===== config.mk =====
export PLATFORM = sky130hd
export DESIGN_NAME = rle_background_unpacker
export DESIGN_NICKNAME = d
export VERILOG_FILES = /design/src/hdl/rbu_pkg.sv /design/src/hdl/rbu_in_stage.sv /design/src/hdl/rbu_parser.sv /design/src/hdl/rbu_run_place.sv /design/src/hdl/rle_background_unpacker.sv
export SDC_FILE = /design/constraint.sdc
export NUM_CORES = 1
export LEC_CHECK = 0
export ABC_AREA = 1
export ABC_CLOCK_PERIOD_IN_PS = 8240
export BUFFER_PORTS_ARGS = -buffer_cell sky130_fd_sc_hd__buf_4
export CAP_MARGIN = 20
export CELL_PAD_IN_SITES_DETAIL_PLACEMENT = 2
export CELL_PAD_IN_SITES_GLOBAL_PLACEMENT = 2
export CORE_AREA = 8 8 149 151
export CTS_BUF_LIST = sky130_fd_sc_hd__clkbuf_4 sky130_fd_sc_hd__clkbuf_8 sky130_fd_sc_hd__clkbuf_16
export DETAILED_ROUTE_END_ITERATION = 10
export DIE_AREA = 0 0 157 159
export MAX_ROUTING_LAYER = met4
export PLACE_DENSITY_LB_ADDON = 0.1
export REMOVE_ABC_BUFFERS = 1
export SETUP_SLACK_MARGIN = 0.5
export SYNTH_ARGS = -nofsm -noshare
export SYNTH_HDL_FRONTEND = slang
export SYNTH_SLANG_ARGS = --single-unit

===== constraint.sdc =====
create_clock -name clk -period 8.24 [get_ports clk]
set_clock_uncertainty 0.05 [all_clocks]
set_input_delay 1.236 -clock clk [delete_from_list [all_inputs] [get_ports clk]]
set_output_delay 1.236 -clock clk [all_outputs]
set_load 0.1 [all_outputs]

===== src/hdl/rbu_pkg.sv =====
// ----------------------------------------------------------------------------
// rbu_pkg
// Types and constants shared by the run-length background unpacker modules.
// ----------------------------------------------------------------------------
package rbu_pkg;

    // Configuration port
    localparam int CFG_W      = 17;
    localparam int PADDR_W    = 3;
    localparam int PDATA_W    = 32;
    localparam logic [CFG_W-1:0] FRAME_PIXELS_RESET = 17'd64000;

    // Register index, taken from paddr[2]
    localparam logic REG_FRAME_PIXELS = 1'b0;

    // Stream header codes
    localparam logic [7:0] LITERAL_TOP = 8'd127;
    localparam logic [7:0] NOOP_HEADER = 8'd128;
    localparam logic [8:0] REPEAT_BASE = 9'd257;
    localparam logic [7:0] COLOR_MASK  = 8'h1F;
    localparam logic [7:0] DEPTH_MASK  = 8'h60;
    localparam logic [7:0] WALK_MASK   = 8'h80;

    typedef struct packed {
        logic [7:0] data_byte;
        logic       frame_start;
    } in_item_t;

    typedef struct packed {
        logic [15:0] first_pixel;
        logic [7:0]  run_length;
        logic [4:0]  color;
        logic [1:0]  depth_mask;
        logic        walkable;
        logic        clipped;
    } out_item_t;

    typedef enum logic [1:0] {
        MODE_HEADER  = 2'd0,
        MODE_LITERAL = 2'd1,
        MODE_REPEAT  = 2'd2
    } parse_mode_t;

    // Run request from the parser to the run placer
    typedef struct packed {
        logic       emit;
        logic       clear_index;
        logic [7:0] pixel_byte;
        logic [7:0] len;
    } run_req_t;

endpackage


===== src/hdl/rbu_in_stage.sv =====
// ----------------------------------------------------------------------------
// rbu_in_stage
// Input register: captures one stream byte and holds it until it is consumed.
// ----------------------------------------------------------------------------
module rbu_in_stage
    import rbu_pkg::*;
(
    input  logic     clk,
    input  logic     rst_n,
    input  logic     in_valid,
    output logic     in_ready,
    input  in_item_t in_data,
    input  logic     consume,
    output logic     item_valid,
    output in_item_t item
);

    logic     valid_reg;
    logic     valid_next;
    in_item_t item_reg;

    assign in_ready   = !valid_reg || consume;
    assign valid_next = (in_valid && in_ready) ? 1'b1 : (consume ? 1'b0 : valid_reg);

    always_ff @(posedge clk or negedge rst_n)
    begin
        if (!rst_n)
        begin
            valid_reg <= 1'b0;
        end
        else
        begin
            valid_reg <= valid_next;
        end
    end

    always_ff @(posedge clk)
    begin
        if (in_valid && in_ready)
        begin
            item_reg <= in_data;
        end
    end

    assign item_valid = valid_reg;
    assign item       = item_reg;

endmodule


===== src/hdl/rbu_parser.sv =====
// ----------------------------------------------------------------------------
// rbu_parser
// Header/literal/repeat parser: turns stream bytes into run requests.
// ----------------------------------------------------------------------------
module rbu_parser
    import rbu_pkg::*;
(
    input  logic     clk,
    input  logic     rst_n,
    input  logic     step,
    input  in_item_t item,
    output run_req_t req
);

    parse_mode_t mode_reg;
    parse_mode_t mode_next;
    logic [6:0]  literal_left_reg;
    logic [6:0]  literal_left_next;
    logic [7:0]  repeat_count_reg;
    logic [7:0]  repeat_count_next;

    parse_mode_t mode_cur;
    logic [6:0]  literal_left_cur;
    logic [7:0]  repeat_count_cur;
    logic [7:0]  b;

    // A frame start clears the parser before the byte is looked at.
    always_comb
    begin
        b = item.data_byte;
        if (item.frame_start)
        begin
            mode_cur         = MODE_HEADER;
            literal_left_cur = 7'd0;
            repeat_count_cur = 8'd0;
        end
        else
        begin
            mode_cur         = mode_reg;
            literal_left_cur = literal_left_reg;
            repeat_count_cur = repeat_count_reg;
        end
    end

    // Next state
    always_comb
    begin
        mode_next         = MODE_HEADER;
        literal_left_next = literal_left_cur;
        repeat_count_next = repeat_count_cur;
        unique case (mode_cur)
            MODE_LITERAL:
            begin
                if (literal_left_cur == 7'd0)
                begin
                    mode_next = MODE_HEADER;
                end
                else
                begin
                    mode_next         = MODE_LITERAL;
                    literal_left_next = literal_left_cur - 7'd1;
                end
            end
            MODE_REPEAT:
            begin
                mode_next = MODE_HEADER;
            end
            default:
            begin
                if (b <= LITERAL_TOP)
                begin
                    mode_next         = MODE_LITERAL;
                    literal_left_next = b[6:0];
                end
                else if (b != NOOP_HEADER)
                begin
                    mode_next         = MODE_REPEAT;
                    repeat_count_next = 8'(REPEAT_BASE - {1'b0, b});
                end
            end
        endcase
    end

    // Outputs
    always_comb
    begin
        req.clear_index = item.frame_start;
        req.pixel_byte  = b;
        req.emit        = 1'b0;
        req.len         = 8'd1;
        unique case (mode_cur)
            MODE_LITERAL:
            begin
                req.emit = 1'b1;
                req.len  = 8'd1;
            end
            MODE_REPEAT:
            begin
                req.emit = 1'b1;
                req.len  = repeat_count_cur;
            end
            default:
            begin
                req.emit = 1'b0;
            end
        endcase
    end

    always_ff @(posedge clk or negedge rst_n)
    begin
        if (!rst_n)
        begin
            mode_reg         <= MODE_HEADER;
            literal_left_reg <= 7'd0;
            repeat_count_reg <= 8'd0;
        end
        else if (step)
        begin
            mode_reg         <= mode_next;
            literal_left_reg <= literal_left_next;
            repeat_count_reg <= repeat_count_next;
        end
    end

endmodule


===== src/hdl/rbu_run_place.sv =====
// ----------------------------------------------------------------------------
// rbu_run_place
// Pixel index tracking and clipping of runs at the frame limit.
// ----------------------------------------------------------------------------
module rbu_run_place
    import rbu_pkg::*;
#(
    parameter int MAX_PIXELS = 65536
)
(
    input  logic             clk,
    input  logic             rst_n,
    input  logic             step,
    input  run_req_t         req,
    input  logic [CFG_W-1:0] frame_pixels,
    output logic             emit,
    output out_item_t        result
);

    localparam int IDX_W = $clog2(MAX_PIXELS + 1);
    localparam logic [IDX_W-1:0] MAX_IDX = IDX_W'(MAX_PIXELS);

    logic [IDX_W-1:0] index_reg;
    logic [IDX_W-1:0] index_next;
    logic [IDX_W-1:0] limit;
    logic [IDX_W-1:0] avail;
    logic [IDX_W:0]   run_end;
    logic [IDX_W-1:0] len_ext;
    logic             clip;

    always_comb
    begin
        limit    = (frame_pixels > CFG_W'(MAX_PIXELS)) ? MAX_IDX : IDX_W'(frame_pixels);
        len_ext  = IDX_W'(req.len);
        run_end  = {1'b0, index_reg} + {1'b0, len_ext};
        avail    = limit - index_reg;
        clip     = len_ext > avail;

        // Saturate the index at the largest frame.
        if (run_end > (IDX_W+1)'(MAX_PIXELS))
        begin
            index_next = MAX_IDX;
        end
        else
        begin
            index_next = run_end[IDX_W-1:0];
        end

        // Drop runs that start at or past the limit.
        emit               = req.emit && (index_reg < limit);
        result.first_pixel = 16'(index_reg);
        result.run_length  = clip ? 8'(avail) : req.len;
        result.color       = 5'(req.pixel_byte & COLOR_MASK);
        result.depth_mask  = 2'((req.pixel_byte & DEPTH_MASK) >> 5);
        result.walkable    = 1'((req.pixel_byte & WALK_MASK) >> 7);
        result.clipped     = clip;
    end

    always_ff @(posedge clk or negedge rst_n)
    begin
        if (!rst_n)
        begin
            index_reg <= '0;
        end
        else if (step)
        begin
            if (req.clear_index)
            begin
                index_reg <= '0;
            end
            else if (req.emit)
            begin
                index_reg <= index_next;
            end
        end
    end

endmodule


===== src/hdl/rle_background_unpacker.sv =====
// ----------------------------------------------------------------------------
// rle_background_unpacker
// PackBits-style background decoder that emits one run item per decoded run inside the frame.
// ----------------------------------------------------------------------------
// Usage:
//   Feed the compressed image one byte per transfer on in_valid/in_ready.
//   Set frame_start on the first byte of each image; it clears the parser and
//   the pixel index before that byte is parsed as a header.
//   Each literal byte gives a run of length one; a repeat header plus its byte
//   gives one run of the full length. Header and no-op bytes give no run.
//   Runs reaching past frame_pixels are shortened and flagged clipped; runs
//   starting at or past it are dropped while parsing goes on.
//   Results leave on out_valid/out_ready, one transfer per run.
// Pipeline and throughput:
//   A run passes from its byte transfer through the input register, then the
//   parser and run placer, into the output register.
//   One byte per cycle is sustained while out_ready stays high; the parser
//   state update and the pixel index update are the loops.
// Stalls and reset:
//   When out_ready is low the output register holds its run and the input
//   register fills; in_ready drops only when both are full.
//   rst_n clears both registers, the parser and the pixel index, and loads
//   frame_pixels with 64000. Write frame_pixels over APB only while idle.
// ----------------------------------------------------------------------------
module rle_background_unpacker
    import rbu_pkg::*;
#(
    parameter int MAX_PIXELS = 65536
)
(
    input  logic               clk,
    input  logic               rst_n,
    input  logic               in_valid,
    output logic               in_ready,
    input  in_item_t           in_data,
    output logic               out_valid,
    input  logic               out_ready,
    output out_item_t          out_data,
    input  logic               psel,
    input  logic               penable,
    input  logic               pwrite,
    input  logic [PADDR_W-1:0] paddr,
    input  logic [PDATA_W-1:0] pwdata,
    output logic [PDATA_W-1:0] prdata,
    output logic               pready
);

    logic             item_valid;
    in_item_t         item;
    logic             step;
    run_req_t         req;
    logic             emit;
    out_item_t        result;

    logic             out_valid_reg;
    logic             out_valid_next;
    out_item_t        out_data_reg;
    logic [CFG_W-1:0] frame_pixels_reg;
    logic [CFG_W-1:0] frame_pixels_next;
    logic             reg_write;

    // ------------------------------------------------------------------
    // Configuration port: single register, zero wait states
    // ------------------------------------------------------------------
    assign pready    = 1'b1;
    assign reg_write = psel && penable && pwrite && pready;

    always_comb
    begin
        frame_pixels_next = frame_pixels_reg;
        prdata            = '0;
        unique case (paddr[2])
            REG_FRAME_PIXELS:
            begin
                prdata = PDATA_W'(frame_pixels_reg);
                if (reg_write)
                begin
                    frame_pixels_next = pwdata[CFG_W-1:0];
                end
            end
            default:
            begin
                prdata = '0;
            end
        endcase
    end

    always_ff @(posedge clk or negedge rst_n)
    begin
        if (!rst_n)
        begin
            frame_pixels_reg <= FRAME_PIXELS_RESET;
        end
        else
        begin
            frame_pixels_reg <= frame_pixels_next;
        end
    end

    // ------------------------------------------------------------------
    // Input register
    // ------------------------------------------------------------------
    // Advance the byte through the parser whenever the output slot is free
    // or is being emptied in this cycle.
    assign step = item_valid && (!out_valid_reg || out_ready);

    rbu_in_stage u_in_stage (
        .clk        (clk),
        .rst_n      (rst_n),
        .in_valid   (in_valid),
        .in_ready   (in_ready),
        .in_data    (in_data),
        .consume    (step),
        .item_valid (item_valid),
        .item       (item)
    );

    // ------------------------------------------------------------------
    // Parser and run placement
    // ------------------------------------------------------------------
    rbu_parser u_parser (
        .clk   (clk),
        .rst_n (rst_n),
        .step  (step),
        .item  (item),
        .req   (req)
    );

    rbu_run_place #(
        .MAX_PIXELS (MAX_PIXELS)
    ) u_run_place (
        .clk          (clk),
        .rst_n        (rst_n),
        .step         (step),
        .req          (req),
        .frame_pixels (frame_pixels_reg),
        .emit         (emit),
        .result       (result)
    );

    // ------------------------------------------------------------------
    // Output register
    // ------------------------------------------------------------------
    // Load on a step (valid only if a run was produced), drop after a
    // transfer, hold otherwise.
    always_comb
    begin
        if (step)
        begin
            out_valid_next = emit;
        end
        else if (out_ready)
        begin
            out_valid_next = 1'b0;
        end
        else
        begin
            out_valid_next = out_valid_reg;
        end
    end

    always_ff @(posedge clk or negedge rst_n)
    begin
        if (!rst_n)
        begin
            out_valid_reg <= 1'b0;
        end
        else
        begin
            out_valid_reg <= out_valid_next;
        end
    end

    always_ff @(posedge clk)
    begin
        if (step && emit)
        begin
            out_data_reg <= result;
        end
    end

    assign out_valid = out_valid_reg;
    assign out_data  = out_data_reg;

endmodule


==> metrics.csv, run 1 <==
metric,value,unit
status,completed,
clk_latency,0.36,ns
worst_setup_hold_path_clk_slew,0.08,ns
worst_pin_slew,0.897,ns
synth_cell_type_count,46,
critPathSlowestCell,nor4_1,
critPathArrivalTime,4.52,ns
internal-power,1190,uW
h-tree-depth,3,
comb_power_share,54.9,%
portBuffers,85,
vdd_ir_drop_max,101,uV
numCtsBuffers,9,
fill_cells,2426,
fmax,229,MHz
vias,6121,
power.switching,1300,uW
hpwl,17700,um
drc,0,
yosysWarnings,0,
cts_resized,0,
hold_viol,0,
fin_ws,3.87,ns
final_util,39.2,%
drtIter0Drc,189,
dieHeight,159,um
setup_viol,0,
reg2reg_depth,21,
viasPerCell,4.85,
clock_path_buffers,2,
worstPathCellList,nor4_1 -> nand4_1 -> nand2_1 -> inv_1 -> nor2_1 -> ha_1 -> nand3_1 -> nand2_1 -> nand2_1 -> nand2_1 -> xnor2_1 -> ha_1 -> nand2_1 -> inv_1 -> nand4_1 -> nand3_1 -> nor2_1 -> nand3_2 -> nor2_4 -> nand2_1 -> nand2_1,
synth-seq-area-share,39.1,%
insertedDiodeCount,0,
hold_depth,0,
critPathKind,reg -> reg,
largest_register_ffs,33,
regToRegSetupSlack,3.87,ns
finalNonFillerCells,1262,
grt_pass1_vias,6737,
power_frac_seq,27.4,%
pre_cts_ws,3.86,ns
r2r_end,out_data[11]$_DFFE_PP_,
grt_max_degree,54,
crit_start,frame_pixels_reg[12]$_DFFE_PN1P_,
p_leak,0.00398,uW
holdCritPathClass,reg -> reg,
fin_crit,4.37,ns
overflow,0,
slowest_delay,0.46,ns
rows,52,
tritoncts,yes,
endpoint,out_data[11]$_DFFE_PP_,
maxCapViolations,0,
synth-seq-cells,95,
routed_wl,22500,um
io_pins,119,
grt_pass1_wl,36300,um
placed_cells,1246,
power.density,321,mW/mm2
antenna_found_initial,0,
clock_power_share,17.7,%
dieWidth,157,um
grt_usage,19.0,%
dr.pass1.iters,4,
startpoint_type,flop,
nets,1079,
clock_sinks,95,
crit_path_frequent_cell,nand2_1,
wire_per_inst,17.8,um
root_buffer,clkbuf_16,
p_sw_share,52.1,%
ant_nets,0,
area_delta_synth_final,17.2,%
cp-end-kind,flop,
crit_required,8.39,ns
drive_gt1_share,14.6,%
gp_congestion,0.827,
coreArea,0.0198,mm2
tns,0,ns
syn_inst,906,
hold_buffers,0,
avgSynthCellArea,7.32,um2
cts_setup_buffers,0,
finalCritPeriodShare,53.0,%
hold_ws,0.411,ns
die_area,0.0250,mm2
finalMaxSlewViolations,0,
crit_fanout,15,
syn_area,0.00664,mm2
rsz0062_at_grt,no,
max_slew_margin,40.1,%
initial_core_util,33.4,%
r2r_start,frame_pixels_reg[12]$_DFFE_PN1P_,
hp-start,u_in_stage.item[1]$_DFFE_PP_,
layout make-up:
class                      instances  area (um2)  share of cell area [%]
timing repair buffer              88         661                    8.50
sequential                        95        2590                    33.4
clock inverter                     6        61.3                   0.789
tap                              270         338                    4.35
inverter                         150         563                    7.24
clock buffer                      10         239                    3.07
multi-input combinational        643        3320                    42.7
stage by stage:
step           total power, uW  cell area (um2)
2_1_floorplan             1710             6480
3_3_place_gp              2030             7470
3_5_place_dp              2080             7470
4_1_cts                   2540             7770
5_1_grt                   2670             7770
6_report                  2490             7770
power groups by stage:
stage / sequential (uW) / combinational, uW / clock [uW]
floorplan: 939 / 773 / 0
detailed placement: 695 / 1380 / 0
global route: 698 / 1510 / 469
global placement: 689 / 1340 / 0
finish: 684 / 1370 / 441
CTS: 687 / 1390 / 456
synth_stat cells (all sizes together):
library cell	n	share of area (%)
a32oi	1	0.13
ha	39	7.4
clkinv	1	0.057
a311oi	1	0.13
and2	1	0.094
dfrtp	47	18
a221oi	5	0.66
inv	149	8.4
dfstp	6	2.4
edfxtp	42	19
a21oi	53	4.1
or2	1	0.094
nor3	10	0.91
xnor2	6	0.79
xor2	5	0.66
nand3	66	5.9
nand2	256	15
a31oi	2	0.19
o21bai	6	0.68
buf	22	2.6
conb	2	0.11
nand3b	1	0.11
a22oi	3	0.34
nand4	9	0.85
a21boi	1	0.11
o221ai	2	0.26
fa	2	0.60
o21ai	17	1.3
nor2	126	7.5
nor4	4	0.38
a21o	2	0.23
clkbuf	10	0.57
o211ai	7	0.79
o21a	1	0.11
cells by family after synthesis:
logic type	count (synthesis)	synth area share [%]
fa+ha+maj	41	7.96
compound gates	101	8.97
simple gates	474	30.7
xor+xnor	11	1.45
flops	95	39.1
buf+inv	182	11.7
other cells	2	0.113
how the worst min path moves through the flow:
stage,end,slack [ns]
floorplan,out_data[4]$_DFFE_PP_,0.38
global placement,out_data[4]$_DFFE_PP_,0.39
detailed placement,out_data[4]$_DFFE_PP_,0.39
CTS,out_data[4]$_DFFE_PP_,0.41
global route,out_data[4]$_DFFE_PP_,0.44
finish,out_data[4]$_DFFE_PP_,0.41
per-layer routing:
metal / wire length, um / up-vias / global-route usage (%)
met1: 10000 / 2995 / 22.2
met5: 0 / - / -
met4: 412 / 0 / 5.16
met3: 535 / 27 / 2.69
met2: 11500 / 81 / 33.2
li1: - / 3018 / -
critical path: cells and delay by family, from the launching register on:
| family | cells | cell delay (ns) |
|---|---|---|
| xor gates and xnor gates | 1 | 0.30 |
| DFF | 1 | 0.37 |
| adders and majority gates | 2 | 0.61 |
| and+or+nand+nor | 16 | 2.61 |
| buffers and inverters | 2 | 0.27 |
layout by cell type, fill, tap and decap left out, types with 8 or more instances in the layout:
cell type    n
clkbuf_16    9
dfrtp_1     47
nand2_2      9
buf_4       88
edfxtp_1    42
nor3_1       8
ha_1        39
nand4_1      9
nand3_1     54
a21oi_1     52
conb_1      16
nor2_1     119
nand3_2     12
o21ai_0     17
inv_1      147
nand2_1    246
No activity file was read; power rests on OpenSTA's default activity.
==> run 2: changes to the inputs <==
--- a/config.mk
+++ b/config.mk
@@ -5,16 +5,16 @@
 export SDC_FILE = /design/constraint.sdc
 export NUM_CORES = 1
 export LEC_CHECK = 0
-export ABC_AREA = 1
-export ABC_CLOCK_PERIOD_IN_PS = 8240
+export ABC_AREA = 0
+export ABC_CLOCK_PERIOD_IN_PS = 4120
 export BUFFER_PORTS_ARGS = -buffer_cell sky130_fd_sc_hd__buf_4
 export CAP_MARGIN = 20
 export CELL_PAD_IN_SITES_DETAIL_PLACEMENT = 2
 export CELL_PAD_IN_SITES_GLOBAL_PLACEMENT = 2
-export CORE_AREA = 8 8 149 151
+export CORE_AREA = 8 8 143 145
 export CTS_BUF_LIST = sky130_fd_sc_hd__clkbuf_4 sky130_fd_sc_hd__clkbuf_8 sky130_fd_sc_hd__clkbuf_16
 export DETAILED_ROUTE_END_ITERATION = 10
-export DIE_AREA = 0 0 157 159
+export DIE_AREA = 0 0 151 153
 export MAX_ROUTING_LAYER = met4
 export PLACE_DENSITY_LB_ADDON = 0.1
 export REMOVE_ABC_BUFFERS = 1
==> constraint.sdc (replaced) <==
create_clock -name clk -period 4.12 [get_ports clk]
set_clock_uncertainty 0.05 [all_clocks]
set_input_delay 0.618 -clock clk [delete_from_list [all_inputs] [get_ports clk]]
set_output_delay 0.618 -clock clk [all_outputs]
set_load 0.1 [all_outputs]
==> run 2 against run 1 <==
Against the previous run:
- the run now ends with setup timing left
- clock power increased by 110%
- design area increased by 18%
- wire length increased by 24%
- fmax decreased by 1.9%
==> metrics.csv, run 2 <==
metric,value,unit,change
status,"finished, violations left",,was completed
violations,setup timing,,
synth-seq-cells,95,,unchanged
insertedDiodeCount,0,,unchanged
grt_pass1_wl,38000,um,"was 36,300 um"
drtIter0Drc,214,,was 189
r2r_end,out_data[15]$_DFFE_PP_,,was out_data[11]$_DFFE_PP_
r2r_start,frame_pixels_reg[6]$_DFFE_PN0P_,,was frame_pixels_reg[12]$_DFFE_PN1P_
clk_latency,0.37,ns,was 0.36 ns
endpoint,out_data[15]$_DFFE_PP_,,was out_data[11]$_DFFE_PP_
dieWidth,151,um,was 157 um
postLayoutCellArea,0.00915,mm2,was 0.00777 mm2
crit_required,4.23,ns,was 8.39 ns
max_slew_margin,33.4,%,was 40.1%
finalCritPeriodShare,108,%,was 53.0%
hpwl,16900,um,"was 17,700 um"
numCtsBuffers,9,,unchanged
coreArea,0.0183,mm2,was 0.0198 mm2
hold_buffers,0,,unchanged
maxCapViolations,0,,unchanged
place_area,0.00749,mm2,was 0.00747 mm2
holdCritPathClass,in -> async,,was reg -> reg
largest_register_ffs,33,,unchanged
p_total,5800,uW,was 2490 uW
hold_viol,0,,unchanged
dieHeight,153,um,was 159 um
vdd_ir_drop_max,306,uV,was 101 uV
fin_ws,-0.336,ns,was 3.87 ns
worstPathCellList,nor4_4 -> a41oi_4 -> nor2b_1 -> ha_2 -> a21oi_2 -> xor2_2 -> ha_4 -> nand3_2 -> nor2_4 -> o2bb2ai_2 -> nor4_2 -> o2111ai_2 -> nor3_2 -> nor4b_4 -> buf_4 -> mux2i_1,,was nor4_1 -> nand4_1 -> nand2_1 -> inv_1 -> nor2_1 -> ha_1 -> nand3_1 -> nand2_1 -> nand2_1 -> nand2_1 -> xnor2_1 -> ha_1 -> nand2_1 -> inv_1 -> nand4_1 -> nand3_1 -> nor2_1 -> nand3_2 -> nor2_4 -> nand2_1 -> nand2_1
routed_wl,27900,um,"was 22,500 um"
synth_most_common_cell,nand2_1,,unchanged
synthArstFlopShare,55.8,%,unchanged
final_common_cell,buf_4,,was nand2_1
rows,50,,was 52
h-tree-depth,3,,unchanged
viasPerCell,5.55,,was 4.85
fmax,224,MHz,was 229 MHz
drc,0,,unchanged
nets,933,,"was 1,079"
initial_core_util,34.0,%,was 33.4%
io_pins,119,,unchanged
rsz0062_at_grt,yes,,was no
yosysWarnings,0,,unchanged
finalNonFillerCells,1080,,"was 1,262"
worst_setup_hold_path_clk_slew,0.08,ns,about the same
reg2reg_depth,16,,was 21
drive_gt1_share,44.0,%,was 14.6%
mostFrequentLayoutCells,"buf_4 (184), nand2_1 (54), dfrtp_1 (45), edfxtp_1 (42), nor2_1 (40)",,"was nand2_1 (246), inv_1 (147), nor2_1 (119), buf_4 (88), nand3_1 (54)"
synth_area_leaders,"edfxtp_1 (20%), dfrtp_1 (19%), ha_1 (7.9%), nand2_1 (3.9%), nor2b_1 (3.8%)",,"was edfxtp_1 (19%), dfrtp_1 (18%), nand2_1 (14%), inv_1 (8.3%), ha_1 (7.4%)"
grt_pass1_vias,6647,,"was 6,737"
area_delta_synth_final,47.5,%,was 17.2%
netlist.area_leader.share,20.3,%,was 19.0%
crit_start,frame_pixels_reg[6]$_DFFE_PN0P_,,was frame_pixels_reg[12]$_DFFE_PN1P_
finalMaxSlewViolations,0,,unchanged
die_area,0.0231,mm2,was 0.0250 mm2
synth-edff-count,42,,unchanged
fin_crit,4.46,ns,was 4.37 ns
synth_common_cells,"nand2_1 (65), dfrtp_1 (47), inv_1 (47), nor2_1 (44), edfxtp_1 (42)",,"was nand2_1 (246), inv_1 (147), nor2_1 (119), nand3_1 (54), a21oi_1 (52)"
placed_cells,1007,,"was 1,246"
yosysTopAreaCell,edfxtp_1,,unchanged
overflow,0,,unchanged
antenna_found_initial,0,,unchanged
p_leak,0.00394,uW,was 0.00398 uW
power.density,634,mW/mm2,was 321 mW/mm2
vias,5990,,"was 6,121"
synth-seq-area-share,41.8,%,was 39.1%
critPathSlowestCell,dfrtp_2,,was nor4_1
clock_path_buffers,2,,unchanged
ant_nets,0,,unchanged
dr.pass1.iters,4,,unchanged
worst_pin_slew,0.993,ns,was 0.897 ns
tritoncts,yes,,unchanged
syn_area,0.00620,mm2,was 0.00664 mm2
portBuffers,85,,unchanged
setup_viol,9,,was 0
critPathArrivalTime,4.57,ns,was 4.52 ns
root_buffer,clkbuf_16,,unchanged
grt_usage,21.7,%,was 19.0%
tns,-1.87,ns,was 0 ns
gp_congestion,0.815,,was 0.827
critPathKind,reg -> reg,,unchanged
final_util,50.1,%,was 39.2%
synth_cell_type_count,72,,was 46
avgSynthCellArea,9.60,um2,was 7.32 um2
regToRegSetupSlack,-0.34,ns,was 3.87 ns
startpoint_type,flop,,unchanged
grt_max_degree,54,,unchanged
cp-end-kind,flop,,unchanged
synthFlopType,dfrtp_1,,unchanged
wire_per_inst,25.9,um,was 17.8 um
crit_fanout,4,,was 15
clock_sinks,95,,unchanged
syn_inst,646,,was 906
slowest_delay,0.45,ns,was 0.46 ns
-- run 2: changes by cell type after synthesis, sizes merged, moves of 8 or more --
cell    before  now
o21ai       17   36
a21oi       53   32
mux2         0   19
nand3       66   11
inv        149   47
a211oi       0    9
mux2i        0    9
a22o         0    8
nor2b        0   38
nor2       126   44
nand2      256   65
-- run 2: timing repair --
action | 4_1_cts | 5_1_grt
gates resized for setup | 125 | 62
pin swaps | 55 | 36
gates cloned | 1 | 0
setup endpoints to repair | 59 | 57
buffers inserted | 43 | 12
-- run 2: critical path: cells and delay by family, from the launching register on --
| kind | cells | cell delay, ns |
|---|---|---|
| compound gates | 4 | 0.72 |
| simple gates | 7 | 1.58 |
| buf+inv | 1 | 0.24 |
| mux | 1 | 0.34 |
| fa+ha+maj | 2 | 0.61 |
| xor+xnor | 1 | 0.26 |
| flops | 1 | 0.45 |
-- run 2: kinds of logic after synthesis --
group / share of synthesized area, %
XOR/XNOR: 1.98
AO/OA/AOI/OAI: 18.3
other: 0.121
buffers and inverters: 5.95
adder cells (fa/ha/maj): 8.51
flip-flops: 41.8
AND/OR/NAND/NOR: 18.3
multiplexers: 4.96
-- run 2: per-layer routing --
metal	track usage (%)	share of wire (%)	wire (um)
met5	-	0	0
met4	6.03	3.4	945
met3	2.83	2.8	788
met2	38.3	53	14900
met1	25.2	40	11300
-- run 2: worst min-delay path by stage --
stage	from	to	slack, ns	depth (start not counted)
after floorplan	rst_n	frame_pixels_reg[0]$_DFFE_PN0P_	0.27	0
after global routing	rst_n	u_parser.literal_left_reg[3]$_DFFE_PN0P_	0.33	1
after global placement	u_parser.mode_reg[1]$_DFFE_PN0P_	u_parser.mode_reg[1]$_DFFE_PN0P_	0.42	1
after CTS	rst_n	u_parser.literal_left_reg[3]$_DFFE_PN0P_	0.30	1
after detailed placement	u_parser.mode_reg[1]$_DFFE_PN0P_	u_parser.mode_reg[1]$_DFFE_PN0P_	0.43	1
final	rst_n	u_parser.literal_left_reg[3]$_DFFE_PN0P_	0.29	1
-- run 2: area by class of cell --
class,instances,area [um2]
clock inverters,5,63.8
fillers,1900,9120
repair buffers,204,1660
clock buffers,11,246
flip-flops and latches,95,2600
inverters,47,181
well taps,234,293
multi-input cells,484,4110
-- run 2: per-stage QoR --
stage | setup WS [ns] | hold WS, ns
finish | -0.336 | 0.287
global route | -0.443 | 0.333
CTS | -0.0381 | 0.298
detailed placement | -0.334 | 0.434
global placement | -0.156 | 0.422
floorplan | -1.46 | 0.272
-- run 2: where the power goes --
| part | switching [uW] | internal (uW) |
|---|---|---|
| registers | 200 | 1200 |
| logic | 2110 | 1370 |
| clock network | 410 | 500 |
| total | 2720 | 3080 |
